File: src/hw/rtl/sha1md_pkg.sv
// Shared types, constants and round functions for the SHA-1 digest block.
`timescale 1ns / 1ps
package sha1md_pkg;

  localparam int WordW     = 32;
  localparam int NumHash   = 5;
  localparam int SchedLen  = 16;
  localparam int CountW    = 61;
  localparam int PosW      = 6;
  localparam int RndW      = 7;
  localparam int IdxW      = 3;
  localparam int LenW      = 64;

  localparam logic [RndW-1:0] LastRound  = 7'd79;
  localparam logic [RndW-1:0] ExpandFrom = 7'd16;
  localparam logic [RndW-1:0] Phase1End  = 7'd20;
  localparam logic [RndW-1:0] Phase2End  = 7'd40;
  localparam logic [RndW-1:0] Phase3End  = 7'd60;

  localparam logic [PosW-1:0] LenPos  = 6'd56;
  localparam logic [PosW-1:0] LastPos = 6'd63;
  localparam logic [IdxW-1:0] LastIdx = 3'd4;
  localparam logic [7:0]      PadByte = 8'h80;

  // Index 0 is H0.
  localparam logic [NumHash-1:0][WordW-1:0] HInit = {
    32'hC3D2E1F0, 32'h10325476, 32'h98BADCFE, 32'hEFCDAB89, 32'h67452301
  };

  localparam logic [WordW-1:0] K0 = 32'h5A827999;
  localparam logic [WordW-1:0] K1 = 32'h6ED9EBA1;
  localparam logic [WordW-1:0] K2 = 32'h8F1BBCDC;
  localparam logic [WordW-1:0] K3 = 32'hCA62C1D6;

  typedef logic [NumHash-1:0][WordW-1:0] sha1md_hash_t;

  typedef struct packed {
    logic [7:0] message_byte;
    logic       has_byte;
    logic       end_of_message;
  } sha1md_in_t;

  typedef struct packed {
    logic [31:0] digest_word;
    logic [2:0]  word_index;
    logic        last_word;
  } sha1md_out_t;

  // Control into the message schedule line.
  typedef struct packed {
    logic            push;
    logic [7:0]      data;
    logic            word_done;
    logic            step;
    logic            expand;
  } sha1md_sctl_t;

  // Control into the round unit.
  typedef struct packed {
    logic            load;
    logic            step;
    logic [RndW-1:0] rnd;
  } sha1md_rctl_t;

  function automatic logic [WordW-1:0] round_k(input logic [RndW-1:0] rnd);
    logic [WordW-1:0] k;
    priority if (rnd < Phase1End) k = K0;
    else if (rnd < Phase2End)     k = K1;
    else if (rnd < Phase3End)     k = K2;
    else                          k = K3;
    return k;
  endfunction

  function automatic logic [WordW-1:0] round_f(input logic [RndW-1:0] rnd,
                                               input logic [WordW-1:0] b,
                                               input logic [WordW-1:0] c,
                                               input logic [WordW-1:0] d);
    logic [WordW-1:0] f;
    priority if (rnd < Phase1End) f = (b & c) | (~b & d);
    else if (rnd < Phase2End)     f = b ^ c ^ d;
    else if (rnd < Phase3End)     f = (b & c) | (b & d) | (c & d);
    else                          f = b ^ c ^ d;
    return f;
  endfunction

endpackage

File: src/hw/rtl/sha1md_sched.sv
// Message schedule: byte packing into a 16-word shift line and word expansion.
`timescale 1ns / 1ps
module sha1md_sched import sha1md_pkg::*; (
  input  logic             clk,
  input  sha1md_sctl_t     ctl,
  output logic [WordW-1:0] w_o
);

  logic [SchedLen-1:0][WordW-1:0] line_r;
  logic [23:0]                    acc_r;
  logic [WordW-1:0]               mix;

  // Oldest word sits at index 0; new words enter at the top.
  assign mix = line_r[13] ^ line_r[8] ^ line_r[2] ^ line_r[0];
  assign w_o = ctl.expand ? {mix[WordW-2:0], mix[WordW-1]} : line_r[0];

  always_ff @(posedge clk) begin
    if (ctl.push) begin
      if (ctl.word_done) begin
        line_r <= {{acc_r, ctl.data}, line_r[SchedLen-1:1]};
      end else begin
        acc_r <= {acc_r[15:0], ctl.data};
      end
    end else if (ctl.step) begin
      line_r <= {w_o, line_r[SchedLen-1:1]};
    end
  end

endmodule

File: src/hw/rtl/sha1md_round.sv
// SHA-1 round unit: working registers A..E and one round per step.
`timescale 1ns / 1ps
module sha1md_round import sha1md_pkg::*; (
  input  logic             clk,
  input  sha1md_rctl_t     ctl,
  input  sha1md_hash_t     hash_i,
  input  logic [WordW-1:0] w_i,
  output sha1md_hash_t     work_o
);

  sha1md_hash_t     work_r;
  logic [WordW-1:0] a, b, c, d, e, tmp;

  assign a = work_r[0];
  assign b = work_r[1];
  assign c = work_r[2];
  assign d = work_r[3];
  assign e = work_r[4];

  assign tmp = {a[WordW-6:0], a[WordW-1:WordW-5]} + round_f(ctl.rnd, b, c, d)
             + e + w_i + round_k(ctl.rnd);

  assign work_o = work_r;

  always_ff @(posedge clk) begin
    if (ctl.load) begin
      work_r <= hash_i;
    end else if (ctl.step) begin
      work_r <= {d, c, {b[1:0], b[WordW-1:2]}, a, tmp};
    end
  end

endmodule

File: src/hw/rtl/sha1_message_digest.sv
// SHA-1 message digest top level: byte intake, padding sequencer, digest output.
// Intake: byte beats are taken only while idle; a full 64-byte block then holds intake
//   for the compression (80 rounds on the shared round unit plus one hash update step).
// Closing a message pushes the 0x80 mark, zero bytes and the 8 length bytes,
//   runs one or two compressions, then gives five output beats, one per cycle
//   while out_stall is low; no new bytes are taken while the single round unit works.
// Reset: rst_n low (synchronous) returns to idle with H0..H4 loaded and count zero.
`timescale 1ns / 1ps
module sha1_message_digest import sha1md_pkg::*; (
  input  logic        clk,
  input  logic        rst_n,
  input  logic        in_valid,
  output logic        in_stall,
  input  sha1md_in_t  in_data,
  output logic        out_valid,
  input  logic        out_stall,
  output sha1md_out_t out_data
);

  typedef enum logic [2:0] {
    ST_IDLE,
    ST_PAD,
    ST_ROUND,
    ST_ADD,
    ST_OUT
  } state_t;

  state_t              state_r;
  logic [PosW-1:0]     pos_r;        // byte slot in the current block
  logic [CountW-1:0]   cnt_r;        // message bytes so far
  logic [CountW-1:0]   cnt_nxt;
  logic [RndW-1:0]     rnd_r;
  logic [LenW-1:0]     len_r;        // bit length, shifted out a byte at a time
  logic                mark_r;       // 0x80 still to insert
  logic                pad_r;        // message is being closed
  logic                len_act_r;    // length bytes under way
  logic                final_r;      // length block is in the round unit
  logic [IdxW-1:0]     idx_r;
  logic                out_valid_r;
  sha1md_out_t         out_data_r;
  sha1md_hash_t        hash_r;
  sha1md_hash_t        work;

  logic                accept;
  logic                push;
  logic                len_sel;
  logic [7:0]          push_data;
  logic                out_free;
  logic [WordW-1:0]    w;
  sha1md_sctl_t        sctl;
  sha1md_rctl_t        rctl;

  assign in_stall  = (state_r != ST_IDLE);
  assign accept    = in_valid && !in_stall;
  assign out_valid = out_valid_r;
  assign out_data  = out_data_r;
  assign out_free  = !out_valid_r || !out_stall;

  // Count including the byte carried by the current beat.
  assign cnt_nxt = cnt_r + {{(CountW-1){1'b0}}, in_data.has_byte};

  // Padding byte choice: 0x80 first, then zeros, then the length from slot 56.
  assign len_sel = !mark_r && (len_act_r || pos_r == LenPos);

  always_comb begin
    push      = 1'b0;
    push_data = in_data.message_byte;
    if (state_r == ST_IDLE) begin
      push = accept && in_data.has_byte;
    end else if (state_r == ST_PAD) begin
      push = 1'b1;
      if (mark_r) begin
        push_data = PadByte;
      end else if (len_sel) begin
        push_data = len_r[LenW-1:LenW-8];
      end else begin
        push_data = 8'h00;
      end
    end
  end

  // Schedule line gets bytes while filling and shifts once per round.
  assign sctl.push      = push;
  assign sctl.data      = push_data;
  assign sctl.word_done = (pos_r[1:0] == 2'b11);
  assign sctl.step      = (state_r == ST_ROUND);
  assign sctl.expand    = (rnd_r >= ExpandFrom);

  // Load A..E from the hash as the last byte of a block lands.
  assign rctl.load = push && (pos_r == LastPos);
  assign rctl.step = (state_r == ST_ROUND);
  assign rctl.rnd  = rnd_r;

  sha1md_sched u_sched (
    .clk (clk),
    .ctl (sctl),
    .w_o (w)
  );

  sha1md_round u_round (
    .clk    (clk),
    .ctl    (rctl),
    .hash_i (hash_r),
    .w_i    (w),
    .work_o (work)
  );

  always_ff @(posedge clk) begin
    if (!rst_n) begin
      state_r     <= ST_IDLE;
      pos_r       <= '0;
      cnt_r       <= '0;
      rnd_r       <= '0;
      len_r       <= '0;
      mark_r      <= 1'b0;
      pad_r       <= 1'b0;
      len_act_r   <= 1'b0;
      final_r     <= 1'b0;
      idx_r       <= '0;
      out_valid_r <= 1'b0;
      out_data_r  <= '0;
      hash_r      <= HInit;
    end else begin
      // Drop the output beat once taken; in ST_OUT the next load takes its place.
      if (out_valid_r && !out_stall && state_r != ST_OUT) begin
        out_valid_r <= 1'b0;
      end
      if (push) begin
        pos_r <= pos_r + 1'b1;
      end
      unique case (state_r)
        ST_IDLE: begin
          if (accept) begin
            cnt_r <= cnt_nxt;
            if (in_data.end_of_message) begin
              mark_r <= 1'b1;
              pad_r  <= 1'b1;
              len_r  <= {cnt_nxt, 3'b000};
            end
            if (in_data.has_byte && pos_r == LastPos) begin
              state_r <= ST_ROUND;
            end else if (in_data.end_of_message) begin
              state_r <= ST_PAD;
            end
          end
        end
        ST_PAD: begin
          if (mark_r) begin
            mark_r <= 1'b0;
          end
          if (len_sel) begin
            len_act_r <= 1'b1;
            len_r     <= {len_r[LenW-9:0], 8'h00};
          end
          if (pos_r == LastPos) begin
            state_r <= ST_ROUND;
            final_r <= len_sel;
          end
        end
        ST_ROUND: begin
          if (rnd_r == LastRound) begin
            rnd_r   <= '0;
            state_r <= ST_ADD;
          end else begin
            rnd_r <= rnd_r + 1'b1;
          end
        end
        ST_ADD: begin
          for (int i = 0; i < NumHash; i++) begin
            hash_r[i] <= hash_r[i] + work[i];
          end
          idx_r <= '0;
          if (final_r) begin
            state_r <= ST_OUT;
          end else if (pad_r) begin
            state_r <= ST_PAD;
          end else begin
            state_r <= ST_IDLE;
          end
        end
        ST_OUT: begin
          if (out_free) begin
            out_valid_r            <= 1'b1;
            out_data_r.digest_word <= hash_r[idx_r];
            out_data_r.word_index  <= idx_r;
            out_data_r.last_word   <= (idx_r == LastIdx);
            if (idx_r == LastIdx) begin
              // Clear for the next message; the last beat is already captured.
              state_r   <= ST_IDLE;
              hash_r    <= HInit;
              cnt_r     <= '0;
              pad_r     <= 1'b0;
              len_act_r <= 1'b0;
              final_r   <= 1'b0;
              idx_r     <= '0;
            end else begin
              idx_r <= idx_r + 1'b1;
            end
          end
        end
        default: begin
          state_r <= ST_IDLE;
        end
      endcase
    end
  end

  // A byte that fills slot 63 must start a compression on the next cycle.
  a_block_starts_rounds: assert property (@(posedge clk) disable iff (!rst_n)
    (accept && in_data.has_byte && pos_r == LastPos) |=> (state_r == ST_ROUND))
    else $error("full block did not enter the round loop");

  // Round counter stays within the 80 rounds.
  a_round_range: assert property (@(posedge clk) disable iff (!rst_n)
    (rnd_r <= LastRound))
    else $error("round counter out of range");

  // Digest output starts only after the length block's compression.
  a_out_after_add: assert property (@(posedge clk) disable iff (!rst_n)
    $rose(state_r == ST_OUT) |-> $past(state_r == ST_ADD && final_r))
    else $error("digest output entered without final compression");

  // Block slot returns to zero whenever a message closes.
  a_pos_clear_on_out: assert property (@(posedge clk) disable iff (!rst_n)
    (state_r == ST_OUT) |-> (pos_r == '0))
    else $error("block slot not empty at digest output");

endmodule
File: config.mk
export PLATFORM = sky130hd
export DESIGN_NAME = sha1_message_digest
export DESIGN_NICKNAME = d
export VERILOG_FILES = /design/src/hw/rtl/sha1md_pkg.sv /design/src/hw/rtl/sha1md_sched.sv /design/src/hw/rtl/sha1md_round.sv /design/src/hw/rtl/sha1_message_digest.sv
export SDC_FILE = /design/constraint.sdc
export NUM_CORES = 2
export LEC_CHECK = 0
export ABC_CLOCK_PERIOD_IN_PS = 14400
export BUFFER_PORTS_ARGS = -buffer_cell sky130_fd_sc_hd__clkbuf_2
export CELL_PAD_IN_SITES_DETAIL_PLACEMENT = 1
export CELL_PAD_IN_SITES_GLOBAL_PLACEMENT = 2
export CORE_MARGIN = 2
export CORE_UTILIZATION = 45
export DETAILED_ROUTE_END_ITERATION = 10
export PLACE_DENSITY_LB_ADDON = 0.1
export SLEW_MARGIN = 0
export SYNTH_ARGS = -nofsm -noshare
export SYNTH_HDL_FRONTEND = slang
export SYNTH_HIERARCHICAL = 1
export SYNTH_SLANG_ARGS = --single-unit
File: constraint.sdc
create_clock -name clk -period 14.4 [get_ports clk]
set_input_delay 2.16 -clock clk [delete_from_list [all_inputs] [get_ports clk]]
set_output_delay 2.16 -clock clk [all_outputs]
set_load 0.01 [all_outputs]
# After elaboration in Yosys (flattened, before gate mapping)
# Index checks and enable logic that the tools add are counted.
# W data, S select, Z words.
# op_classes
add_sub_neg,13
mul,0
n_div,0
n_lt_le_gt_ge,5
eq_ne,19
n_shift,0
muxes,58
bitwise_logic,14
reduce_logical,33
# ops
cell,count
$mux W512,3
$mux W160,4
$pmux W160 S2,1
$add A32 B32 Y32,9
$mux W32,7
$mux W64,3
$mux W61,3
$xor A32 B32 Y32,5
$and A32 B32 Y32,4
$pmux W64 S2,1
$pmux W61 S2,1
$bmux W32 S3,1
$or A32 B32 Y32,3
$add A61 B1 Y61,1
$mux W8,4
$not A32 Y32,1
$mux W31,1
$mux W3,10
$reduce_and A4 Y1,4
$pmux W3 S5,1
$lt A7 B6 Y1 const B,2
$eq A6 B6 Y1 const B,2
$mux W1,12
$reduce_bool A2 Y1,6
28 further kinds,53
# word_totals
ff_bits,1041
latchBits,0
mem_bits_rw,0
mem_bits_ro,0
inputBits,14
out_inout_bits,38
wordCells,183
memories,0

# Logic depth before layout (Yosys ltp)
# depth
ltp_word,12
depth_mapped,20
ltp_nobuf,18

# Cells and area by module
# The synthesis kept the hierarchy.
# modules_own_cells
module,instances,cells_each,area_each_um2,seq_area_each_um2
sha1_message_digest,1,2793,22765.6,6846.6
sha1md_sched,1,783,17742.0,16095.4
sha1md_round,1,1074,12439.4,4804.6

# Worst setup path before layout
# Ideal clock, no wire load.
# synth_path
path_kind,input-to-reg
start,input in_valid
end,"register u_sched/line_r[0] (netlist name), enable pin"
setup_ns,0.669
arrival_time_ns,9.391
t_required_ns,13.731
path_slack_ns,4.339
stages,6
n_path_buf,2
path_cell_list,and2_1 clkbuf_1 a21oi_1 inv_1 buf_2 mux2_2
# synth_between
elab_chain_cells,5
word_cells_on_any_way,6
classes_between,1 x eq/ne; 1 x mux; 4 x reduce/logical
# synth_lines
item,line,text
start: declaration,sha1_message_digest.sv:12,"input logic in_valid,"
$logic_and A1 B1 Y1 *,sha1_message_digest.sv:54,assign accept = in_valid && !in_stall;
$logic_and A1 B1 Y1 *,sha1_message_digest.sv:69,push = accept && in_data.has_byte;
$mux W1 *,sha1_message_digest.sv:68,if (state_r == ST_IDLE) begin
named net push,sha1_message_digest.sv:45,logic push;
$ne A2 B1 Y1 (no source line) or $reduce_bool A2 Y1 (tied branches),--,
$reduce_and A2 Y1 (no source line) *,--,
end signal: assignment,sha1md_sched.sv:20,"line_r <= {{acc_r, ctl.data}, line_r[SchedLen-1:1]};"
end signal: assignment,sha1md_sched.sv:25,"line_r <= {w_o, line_r[SchedLen-1:1]};"
end: declaration,sha1md_sched.sv:9,logic [SchedLen-1:0][WordW-1:0] line_r;
# The timed path passes the listed nets; every way through them passes the cells marked *.
# A chain may end at the register's enable or synchronous reset.

# Final worst setup path
# layout_path
start,register rnd_r[4]
end,"register u_round.work_r (netlist bit u_round/a[31]), data pin"
# layout_between
elab_chain_cells,10
word_cells_on_any_way,17
classes_between,4 x add/sub; 4 x order compare; 9 x mux
# layout_lines
item,line,text
start: declaration,sha1_message_digest.sv:32,logic [RndW-1:0] rnd_r;
start signal: assignment,sha1_message_digest.sv:165,rnd_r <= rnd_r + 1'b1;
$lt A7 B6 Y1,"sha1md_pkg.sv:69, sha1md_pkg.sv:81",
$mux W32,sha1md_pkg.sv:81,else if (rnd < Phase3End) f = (b & c) | (b & d) | (c & d);
$mux W32,sha1md_pkg.sv:80,else if (rnd < Phase2End) f = b ^ c ^ d;
$mux W32,sha1md_pkg.sv:79,priority if (rnd < Phase1End) f = (b & c) | (~b & d);
$add A32 B32 Y32,sha1md_round.sv:20,"assign tmp = {a[WordW-6:0], a[WordW-1:WordW-5]} + round_f(ctl.rnd, b, c, d)"
$add A32 B32 Y32 (2 in a row),sha1md_round.sv:21,+ e + w_i + round_k(ctl.rnd);
$add A32 B32 Y32 *,sha1md_round.sv:21,
$mux W160 *,sha1md_round.sv:28,end else if (ctl.step) begin
$mux W160 *,sha1md_round.sv:26,if (ctl.load) begin
end signal: assignment,sha1md_round.sv:27,work_r <= hash_i;
end signal: assignment,sha1md_round.sv:29,"work_r <= {d, c, {b[1:0], b[WordW-1:2]}, a, tmp};"
end: declaration,sha1md_round.sv:11,sha1md_hash_t work_r;
# Mark *: on every way between the ends. The rest lies on a longest branch, timed or not. The select of a mux whose other input is x is not followed.

==> impl_metrics.py <==
metrics = {
    "synthesis": {
        "synth-seq-area-share": 0.5240,
        "yosysWarnings": 6,
        "ys.flop_type": "edfxtp_1",
        "syn_inst": 4650,
        "synth_edf_count": 696,
        "syn_area_mm2": 0.05295,
        "synth_cell_types": 94,
        "ys_ff_latch": 1038,
        "syn_avg_cell_area_um2": 11.39,
        "syn_nets": 4989,
        "async_flop_share": 0,
    },
    "worst_setup_path": {
        "crit_path_end_kind": "register",
        "critPathRequiredTime_ns": 14.91,
        "cpMostUsedCell": "inv_1",
        "arrival_ns": 6.52,
        "startpoint_type": "register",
        "crit_chain": "o21ai_0 -> and2_1 -> inv_1 -> buf_4 -> nor2_1 -> a221o_1 -> fa_1 -> inv_1 -> fa_1 -> inv_1 -> ha_1 -> and3_1 -> and4_4 -> o2111ai_2 -> a211oi_2 -> o2111ai_1 -> and4_4 -> o31a_1",
        "critPathMaxStageDelay_ns": 0.58,
        "critPathMaxFanout": 24,
        "slowest_stage": "fa_1",
        "worstSetupPathType": "reg2reg",
    },
    "global_routing": {
        "grt_usage": 0.2673,
        "grt_pass1_wl_um": 243700,
        "antenna_found_initial": 1,
        "grt_pass1_vias": 37380,
        "grt_remaining_overflow": 0,
        "grt_start_max_net_pins": 187,
    },
    "floorplanning": {
        "io_pins": 52,
        "start_util": 0.4544,
        "fp.coreArea_mm2": 0.1165,
        "die_y_um": 347.0,
        "fp.dieW_um": 347.0,
        "row_count": 125,
        "dieArea_mm2": 0.1204,
    },
    "sta": {
        "tightestPinTransition_ns": 1.082,
        "fmax_mhz": 166.3,
        "rsz0062_at_grt": "false",
        "timing.final.crit_share": 0.4176,
        "tns_ns": 0,
        "period_minus_slack_ns": 6.014,
        "clock_skew_ns": 0.04879,
        "max_slew_margin": 0.2789,
        "hold_viol": 0,
        "drv_slew": 0,
        "finalSetupViolCount": 0,
    },
    "clocking": {
        "post_cts_buffers": 0,
        "h-tree-depth": 3,
        "insertion_delay_ns": 0.77,
        "clock-sinks": 1038,
        "cts_buffers": 115,
        "cts-resized-gates": 0,
        "hold_buffers": 0,
        "path_clk_slew_ns": 0.07,
        "cts_tree": "built",
        "clockBufferDepth": 3,
        "clockRootBuffer": "clkbuf_16",
    },
    "run": {
        "cap_violations": 0,
    },
    "final_layout": {
        "finalNetCount": 4993,
        "final_util": 0.5041,
        "stdcell_area_mm2": 0.05874,
        "area_growth_pct": 10.94,
        "diodes": 0,
        "drive_above_1_share": 0.1037,
    },
    "detailed_routing": {
        "wl_per_cell_um": 25.51,
        "totalWireLength_um": 160200,
        "ant_nets": 0,
        "drc": 0,
        "routed.top_layer": "met4",
        "vias": 36700,
        "wl_met1_um": 74170,
        "drt_iter0_markers": 2747,
        "drt_first_pass_iters": 7,
        "wl_met3_um": 6528,
        "wl_met2_um": 76400,
        "vias_per_cell": 5.844,
    },
    "hold_path": {
        "hold_class": "reg2reg",
    },
    "place": {
        "routabilityCongestion": 0.8798,
        "post_dp_cell_area_mm2": 0.05472,
        "numPortBuffers": 51,
        "dpl.hpwl_um": 111600,
    },
    "power_and_ir_drop": {
        "leakage_uw": 0.02144,
        "pwr_density_cell_mw_per_mm2": 171.0,
        "worst_ir_drop_vdd_uv": 148.5,
    },
    "run_status": {
        "status": "completed",
    },
}
-- cells in the mapped netlist, drive strengths merged (8+ instances only) --
library cell,instances,area share
a211oi,54,0.0078
a21boi,16,0.0023
a21o,89,0.013
a21oi,305,0.029
a221o,16,0.0030
a221oi,52,0.0086
a22o,9,0.0015
a22oi,90,0.013
a31oi,25,0.0030
and2,43,0.0051
and3,41,0.0049
and4,14,0.0024
buf,38,0.0043
clkbuf,176,0.013
dfxtp,342,0.13
edfxtp,696,0.39
fa,125,0.047
ha,200,0.047
inv,231,0.016
mux2,121,0.026
mux2i,39,0.0074
mux4,32,0.014
nand2,332,0.024
nand2b,17,0.0021
nand3,76,0.0074
nand4,38,0.0045
nor2,322,0.023
nor2b,152,0.018
nor3,67,0.0068
nor3b,43,0.0061
nor4,11,0.0013
o211ai,12,0.0017
o21a,25,0.0035
o21ai,252,0.024
o21bai,33,0.0049
o22ai,61,0.0072
o31ai,10,0.0014
or2,8,0.00099
or3,18,0.0021
xnor2,159,0.026
xor2,166,0.027
-- report_power, final --
| group | internal (uW) | leakage (uW) | switching (uW) |
|---|---|---|---|
| Sequential | 3630 | 0.00907 | 220 |
| Combinational | 1150 | 0.0104 | 1930 |
| Clock | 1810 | 0.00194 | 1310 |
| Total | 6590 | 0.0214 | 3460 |
-- logic make-up after synthesis --
family	after synthesis	share of synthesized area
buf+inv	447	0.03408
simple gates	1205	0.1116
compound gates	1118	0.1353
flops	1038	0.5240
xor+xnor	325	0.05376
fa+ha+maj	325	0.09452
mux	192	0.04672
-- metrics by stage --
stage                     setup slack [ns]  instances  hold slack (ns)  power (uW)
after global routing                 8.117       6280           0.4047       10600
final                                8.386       6280           0.3883       10040
after floorplan                      4.339       4650           0.4003        6091
after CTS                            8.515       6280           0.3988       10110
after global placement               7.984       6060           0.4004        6868
after detailed placement             7.904       6061           0.4052        6939
-- layout by cell type (no fill, tap or decap), types with 62 or more instances in the layout --
cell       count
a21oi_1      299
xor2_1       166
dfxtp_1      340
nand3_1       75
nand2_1      328
nor3_1        62
mux2_2       119
edfxtp_1     696
a22oi_1       90
o21ai_0      215
clkbuf_16    115
xnor2_1      159
nor2b_1      150
a21o_1        88
ha_1         200
nor2_1       318
inv_1        230
fa_1         125
-- worst max-delay path: cells and delay by family (launching register included) --
| kind | cells | cell delay, ns |
|---|---|---|
| compound gates | 6 | 1.57 |
| simple gates | 5 | 1.19 |
| buf+inv | 4 | 1.10 |
| fa+ha+maj | 3 | 1.45 |
| flops | 1 | 0.46 |
-- path summary, 6_finish.rpt --
check / from / endpoint / slack, ns / cells after the start
worst max-delay path: rnd_r[4]$_SDFFE_PN0P_ / u_round/a[31]$_DFFE_PP_ / 8.39 / 18
worst min-delay path: u_sched/line_r[392]$_DFFE_PP_ / u_sched/line_r[360]$_DFFE_PP_ / 0.39 / 0
worst max register to register: rnd_r[4]$_SDFFE_PN0P_ / u_round/a[31]$_DFFE_PP_ / 8.39 / 18
worst min register to register: u_sched/line_r[392]$_DFFE_PP_ / u_sched/line_r[360]$_DFFE_PP_ / 0.39 / 0
-- registers in the layout, summed over array words and instances, names as in the netlist, 6 cells and up --
signal and cells:
u_sched/acc_r 24, u_round/d 32, u_round/e 32, u_sched/line_r 512, u_round/b 32, u_round/c 32, out_data 36, u_round/a 32
hash_r 160, cnt_r 61, pos_r 6, rnd_r 7, len_r 61
-- metal layers --
metal / vias up / GRT usage
li1: 17000 / -
met1: 18790 / 0.3792
met2: 750 / 0.4386
met3: 167 / 0.03177
met5: - / 0
met4: 0 / 0.06256
-- area by class of cell --
cell class / instances / area [um2]
Fill cell: 12210 / 57780
Sequential cell: 1038 / 27750
Multi-Input combinational cell: 3165 / 23520
Clock buffer: 139 / 3018
Tap cell: 1524 / 1907
Clock inverter: 80 / 999.7
Inverter: 233 / 874.6
Timing Repair Buffer: 101 / 674.4
No activity file was read; power rests on OpenSTA's default activity.
